**config.mk**
```make
export PLATFORM = sky130hd
export DESIGN_NAME = mgm_round_cell
export DESIGN_NICKNAME = d
export VERILOG_FILES = /design/src/hdl/mgm_pkg.sv /design/src/hdl/mgm_round_cell.sv
export SDC_FILE = /design/constraint.sdc
export NUM_CORES = 1
export LEC_CHECK = 0
export BUFFER_PORTS_ARGS = -buffer_cell sky130_fd_sc_hd__buf_2
export CORE_AREA = 2 2 205 207
export DETAILED_ROUTE_END_ITERATION = 10
export DIE_AREA = 0 0 207 209
export PLACE_DENSITY = 0.42
export REMOVE_ABC_BUFFERS = 1
export SYNTH_ARGS = -nofsm -noshare
export SYNTH_HDL_FRONTEND = slang
export SYNTH_SLANG_ARGS = --single-unit
```
**constraint.sdc**
```tcl
create_clock -name i_clk -period 5.2 [get_ports i_clk]
set_clock_uncertainty 0.05 [all_clocks]
set_input_delay 0 -clock i_clk [delete_from_list [all_inputs] [get_ports i_clk]]
set_output_delay 0 -clock i_clk [all_outputs]
set_load 0.005 [all_outputs]
```
**src/hdl/mgm_pkg.sv**
```systemverilog
// ----------------------------------------------------------------------------
// mgm_pkg
// Shared types, codes, S-box table, round function and byte mask for the Magma unit.
// ----------------------------------------------------------------------------
package mgm_pkg;

    localparam int NUM_ROUNDS    = 32;
    localparam int NUM_KEYS      = 8;
    localparam int HALF_W        = 32;
    localparam int BLOCK_W       = 64;
    localparam int ROT_LEFT      = 11;
    localparam int FWD_ROUNDS_ENC = 24;
    localparam int FWD_ROUNDS_DEC = 8;
    localparam int CFG_IDX_W     = 3;

    // operation codes
    localparam logic [1:0] OP_ENCRYPT = 2'd0;
    localparam logic [1:0] OP_DECRYPT = 2'd1;
    localparam logic [1:0] OP_CTR     = 2'd2;

    // configuration register indexes
    localparam logic [CFG_IDX_W-1:0] CFG_KEYS_0_1   = 3'd0;
    localparam logic [CFG_IDX_W-1:0] CFG_KEYS_2_3   = 3'd1;
    localparam logic [CFG_IDX_W-1:0] CFG_KEYS_4_5   = 3'd2;
    localparam logic [CFG_IDX_W-1:0] CFG_KEYS_6_7   = 3'd3;
    localparam logic [CFG_IDX_W-1:0] CFG_COUNTER_IV = 3'd4;

    typedef logic [NUM_KEYS-1:0][HALF_W-1:0] t_keys;

    // what travels alongside the block through the round cells
    typedef struct packed {
        logic [1:0]         op;
        logic [BLOCK_W-1:0] data;
        logic [3:0]         nbytes;
    } t_side;

    localparam logic [3:0] SBOX [8][16] = '{
        '{4'hc, 4'h4, 4'h6, 4'h2, 4'ha, 4'h5, 4'hb, 4'h9,
          4'he, 4'h8, 4'hd, 4'h7, 4'h0, 4'h3, 4'hf, 4'h1},
        '{4'h6, 4'h8, 4'h2, 4'h3, 4'h9, 4'ha, 4'h5, 4'hc,
          4'h1, 4'he, 4'h4, 4'h7, 4'hb, 4'hd, 4'h0, 4'hf},
        '{4'hb, 4'h3, 4'h5, 4'h8, 4'h2, 4'hf, 4'ha, 4'hd,
          4'he, 4'h1, 4'h7, 4'h4, 4'hc, 4'h9, 4'h6, 4'h0},
        '{4'hc, 4'h8, 4'h2, 4'h1, 4'hd, 4'h4, 4'hf, 4'h6,
          4'h7, 4'h0, 4'ha, 4'h5, 4'h3, 4'he, 4'h9, 4'hb},
        '{4'h7, 4'hf, 4'h5, 4'ha, 4'h8, 4'h1, 4'h6, 4'hd,
          4'h0, 4'h9, 4'h3, 4'he, 4'hb, 4'h4, 4'h2, 4'hc},
        '{4'h5, 4'hd, 4'hf, 4'h6, 4'h9, 4'h2, 4'hc, 4'ha,
          4'hb, 4'h7, 4'h8, 4'h1, 4'h4, 4'h3, 4'he, 4'h0},
        '{4'h8, 4'he, 4'h2, 4'h5, 4'h6, 4'h9, 4'h1, 4'hc,
          4'hf, 4'h4, 4'hb, 4'h0, 4'hd, 4'ha, 4'h3, 4'h7},
        '{4'h1, 4'h7, 4'he, 4'hd, 4'h0, 4'h5, 4'h8, 4'h3,
          4'h4, 4'hf, 4'ha, 4'h6, 4'h9, 4'hc, 4'hb, 4'h2}
    };

    // key add, substitution, rotate left by 11
    function automatic logic [HALF_W-1:0] round_fn(input logic [HALF_W-1:0] half,
                                                   input logic [HALF_W-1:0] key);
        logic [HALF_W-1:0] t;
        logic [HALF_W-1:0] s;
        t = half + key;
        for (int n = 0; n < 8; n++) begin
            s[4*n +: 4] = SBOX[n][t[4*n +: 4]];
        end
        return {s[HALF_W-ROT_LEFT-1:0], s[HALF_W-1:HALF_W-ROT_LEFT]};
    endfunction

    // keep the low nbytes bytes, at least eight treated as all
    function automatic logic [BLOCK_W-1:0] byte_mask(input logic [3:0] nbytes);
        logic [BLOCK_W-1:0] m;
        for (int i = 0; i < 8; i++) begin
            m[8*i +: 8] = ((nbytes[3] == 1'b1) || (nbytes[2:0] > 3'(i))) ? 8'hff : 8'h00;
        end
        return m;
    endfunction

endpackage

```
**src/hdl/mgm_round_cell.sv**
```systemverilog
// ----------------------------------------------------------------------------
// mgm_round_cell
// One Feistel round with its own register stage; hands the block on each beat.
// ----------------------------------------------------------------------------
module mgm_round_cell #(
    parameter int ROUND = 0
) (
    input  logic                         i_clk,
    input  logic                         i_rst_n,
    input  mgm_pkg::t_keys               i_keys,
    input  logic                         i_valid,
    input  logic [mgm_pkg::HALF_W-1:0]   i_lo,
    input  logic [mgm_pkg::HALF_W-1:0]   i_hi,
    input  mgm_pkg::t_side               i_side,
    output logic                         o_take,
    input  logic                         i_take_next,
    output logic                         o_valid,
    output logic [mgm_pkg::HALF_W-1:0]   o_lo,
    output logic [mgm_pkg::HALF_W-1:0]   o_hi,
    output mgm_pkg::t_side               o_side
);

    localparam int ENC_IDX = (ROUND < mgm_pkg::FWD_ROUNDS_ENC) ?
                             (ROUND % mgm_pkg::NUM_KEYS) :
                             (mgm_pkg::NUM_KEYS - 1 - (ROUND % mgm_pkg::NUM_KEYS));
    localparam int DEC_IDX = (ROUND < mgm_pkg::FWD_ROUNDS_DEC) ?
                             (ROUND % mgm_pkg::NUM_KEYS) :
                             (mgm_pkg::NUM_KEYS - 1 - (ROUND % mgm_pkg::NUM_KEYS));
    localparam bit LAST = (ROUND == mgm_pkg::NUM_ROUNDS - 1);

    logic                       r_valid;
    logic [mgm_pkg::HALF_W-1:0] r_lo;
    logic [mgm_pkg::HALF_W-1:0] r_hi;
    mgm_pkg::t_side             r_side;
    logic [mgm_pkg::HALF_W-1:0] n_lo;
    logic [mgm_pkg::HALF_W-1:0] n_hi;
    logic [mgm_pkg::HALF_W-1:0] key;
    logic [mgm_pkg::HALF_W-1:0] t;

    assign o_take = !r_valid || i_take_next;

    always_comb begin
        key = (i_side.op == mgm_pkg::OP_DECRYPT) ? i_keys[DEC_IDX] : i_keys[ENC_IDX];
        t   = mgm_pkg::round_fn(i_lo, key) ^ i_hi;
        if (LAST) begin
            // no swap after the final round
            n_lo = i_lo;
            n_hi = t;
        end else begin
            n_lo = t;
            n_hi = i_lo;
        end
    end

    always_ff @(posedge i_clk) begin
        if (!i_rst_n) begin
            r_valid <= 1'b0;
        end else if (o_take) begin
            r_valid <= i_valid;
        end
    end

    always_ff @(posedge i_clk) begin
        if (o_take && i_valid) begin
            r_lo   <= n_lo;
            r_hi   <= n_hi;
            r_side <= i_side;
        end
    end

    assign o_valid = r_valid;
    assign o_lo    = r_lo;
    assign o_hi    = r_hi;
    assign o_side  = r_side;

endmodule

```
==> run metrics <==
core area 41300 um^2; mux contribution to synthesized area under 10%; Setup CP Type input pin to register; site row count 75; clock tree sinks approximately 140; post-synthesis sequential area ratio between 50% and 60%; Worst Setup Start Kind input pin; CTS resizes 0; Critical Path End Type register; syn_area_per_cell roughly 13 um^2; Synth Area in Simple Gates between 6 and 7%; CTS Buffer Depth 2; CP Max Fanout 6; TNS Setup 0 ns; Die Height 209 um; final hold vios 0; logic depth of the worst path, buffers included 15; Detail Route Antenna Nets 0; die width between 200 and 250 um; GPL Wtd Cong 0.732; xor/xnor share of the synthesized area around 8%; hpwl dp 19600 um; Critical Path AT 4.21 ns; Synth Area in Adders 11.7%; Initial Utilization a little under a fifth; H-tree depth 4; leading area contributor after synthesis edfxtp_1; CTS clock-pin slew for the worst setup and hold paths about 0.06 ns; RSZ-0062 raised after global routing false; global-route wire length before repair around 38000 um; Final min period approximately 4 ns; top post-synthesis cells by area edfxtp_1 (54%), ha_1 (11%), xnor2_1 (4.7%); Worst IR Drop VDD about 0.22 mV; Required @ worst endpoint 5.34 ns; CTS tree built; Fmax between 200 and 250 MHz; Slew Viols, Final 0; top-area cell type share of the netlist area between 50% and 60%; largest net degree at the start of global routing 74; initial antenna violation count 9; total CTS buffers 17; Lkg Pwr ~5 nW; status finished clean; Buffers on Ports roughly 310; Tightest Pin Transition 0.888 ns; Tcrit/Tclk final roughly four fifths; vias in the first global route ~6300; GR Util All Layers around an eighth; clk_lat worst skew between 0.4 and 0.5 ns; wire per inst around 16 um; EDFF count, synth between 100 and 150; Async SR Flop Fraction 0%; Rel. slew slack 40.8%; fill count roughly 4300; CP Buf/Inv Count 4; CTS root buffer clkbuf_16; Syn Inst Count about 560; Post-CTS Setup Bufs 0; Compound-Gate Fraction of Synth Area between 10% and 20%; setup violators final 0; vias per cell approximately 3.9; pwr dens around 310 nW/um^2; Top Ports 530; Main synth FF type edfxtp_1; hold path cells 4; die area 43300 um^2; mapped cell area between 7000 and 8000 um^2; Critical Path Max Stage Delay between 0.5 and 0.6 ns; Area Growth Syn to Fin 55.0%; drt pass-1 iters 4; DRC violations left 0; crit path cell chain dlygate4sd3_1 -> buf_2 -> ha_1 -> inv_1 -> fa_1 -> nor2b_4 -> o31a_1 -> a221oi_2 -> a211oi_1 -> or2_2 -> xor2_1 -> inv_1 -> ha_1 -> mux4_2 -> xnor2_1; Yosys cell types 65; worst r2r path cells 3; Net count, final around 1500; initial DRC count between 200 and 250; Yosys warning count 0; Max Cap Viol 0; delay-heaviest family, CP buffers and inverters; final core occ roughly 28%; class of the worst hold path input pin to register; global route total overflow 0; routed vias roughly 6000; CP max-delay cell dlygate4sd3_1; FF+latch count, synth between 100 and 150; layout cell share with drive strength beyond 1 between 30% and 40%; main combinational cell family by area after synthesis adder cells; final wirelength about 25000 um
registers in the layout, summed over array words and instances, names as in the netlist:
signal   cells
o_side      70
o_valid      1
o_lo        32
o_hi        32
through the flow:
step | hold WS (ns) | power, mW | cell area (um^2) | cells | setup WS, ns
CTS | 0.180 | 3.70 | 11600 | 1563 | 1.08
global placement | 0.128 | 2.44 | 9670 | 1395 | 1.24
detailed placement | 0.128 | 2.45 | 9670 | 1395 | 1.17
floorplan | 0.0489 | 2.07 | 7440 | 550 | 1.12
global route | 0.198 | 3.86 | 11600 | 1564 | 0.802
finish | 0.212 | 3.62 | 11600 | 1565 | 1.14
synth_stat cells, drive strengths merged, types with 2 or more instances:
cell type,number
edfxtp,134
ha,68
xnor2,42
inv,39
nand2,29
o21ai,26
a21oi,25
nor2,23
xor2,22
a21o,15
mux2i,12
mux4,12
o211ai,9
a31oi,8
and3,8
nand3,8
and2,6
clkbuf,5
nor3,5
a211oi,4
nand4,4
o21a,4
or3,4
a221oi,3
mux2,3
nand2b,3
nor2b,3
a2111oi,2
a21boi,2
a221o,2
a41oi,2
o21bai,2
o221ai,2
o31a,2
or4,2
power breakdown:
group          switching [mW]  internal, mW
clock network           0.507         0.612
logic                   0.579         0.532
registers              0.0269          1.36
cells by family (layout without fill, tap and decap cells):
group | Yosys count | after routing
compound gates | 116 | 116
xor+xnor | 65 | 65
fa+ha+maj | 69 | 69
buf+inv | 44 | 513
flops | 135 | 135
mux | 27 | 27
other cells | 0 | 2
simple gates | 99 | 99
per-layer routing:
metal  up-vias  wire [um]  GRT usage, %
met4         8        512          4.38
met1      2814      11900          15.4
li1       3006          -             -
met5         -         51             0
met3        35       1610          3.65
met2       231      10900          17.7
path summary, 6_finish.rpt:
path              startpoint       end  slack, ns
setup / recovery     i_lo[0]   o_lo[2]       1.14
hold / removal     i_keys[0]  o_lo[14]       0.21
setup reg to reg     o_valid  o_lo[15]       3.16
hold reg to reg      o_valid   o_valid       1.04
area by class of cell:
cell class / instances / area (um^2) / area share, %
timing repair buffer: 442 / 2910 / 25.1
antenna: 2 / 5.00 / 0.0433
inverter: 39 / 146 / 1.27
sequential: 135 / 4040 / 35.0
tap: 539 / 674 / 5.83
clock inverter: 14 / 101 / 0.877
clock buffer: 18 / 429 / 3.71
multi-input combinational: 376 / 3250 / 28.1
tightest hold or removal path, cell delays in order:
cell and delay (ns):
buf_2 0.08, ha_1 0.17, o211ai_1 0.13, xor2_1 0.19
layout by cell type (no fill, tap or decap), types with 6 or more instances in the layout:
master         synthesis  routed
a21o_1                14      14
a21oi_1               21      21
a31oi_1                6       6
and3_1                 8       8
buf_2                  0     305
clkbuf_16              0      17
dlygate4sd3_1          0     136
edfxtp_1             134     134
ha_1                  68      68
inv_1                 39      39
mux2i_1               12      12
mux4_2                11      11
nand2_1               28      28
nand3_1                8       8
nor2_1                23      23
o211ai_1               8       8
o21ai_0               24      24
xnor2_1               40      40
xor2_1                22      22
timing repair:
action	CTS	global route
setup endpoints to repair	0	0
hold endpoints to repair	135	0
hold buffers	136	0
Note: power is estimated with default switching activity, not from simulation.
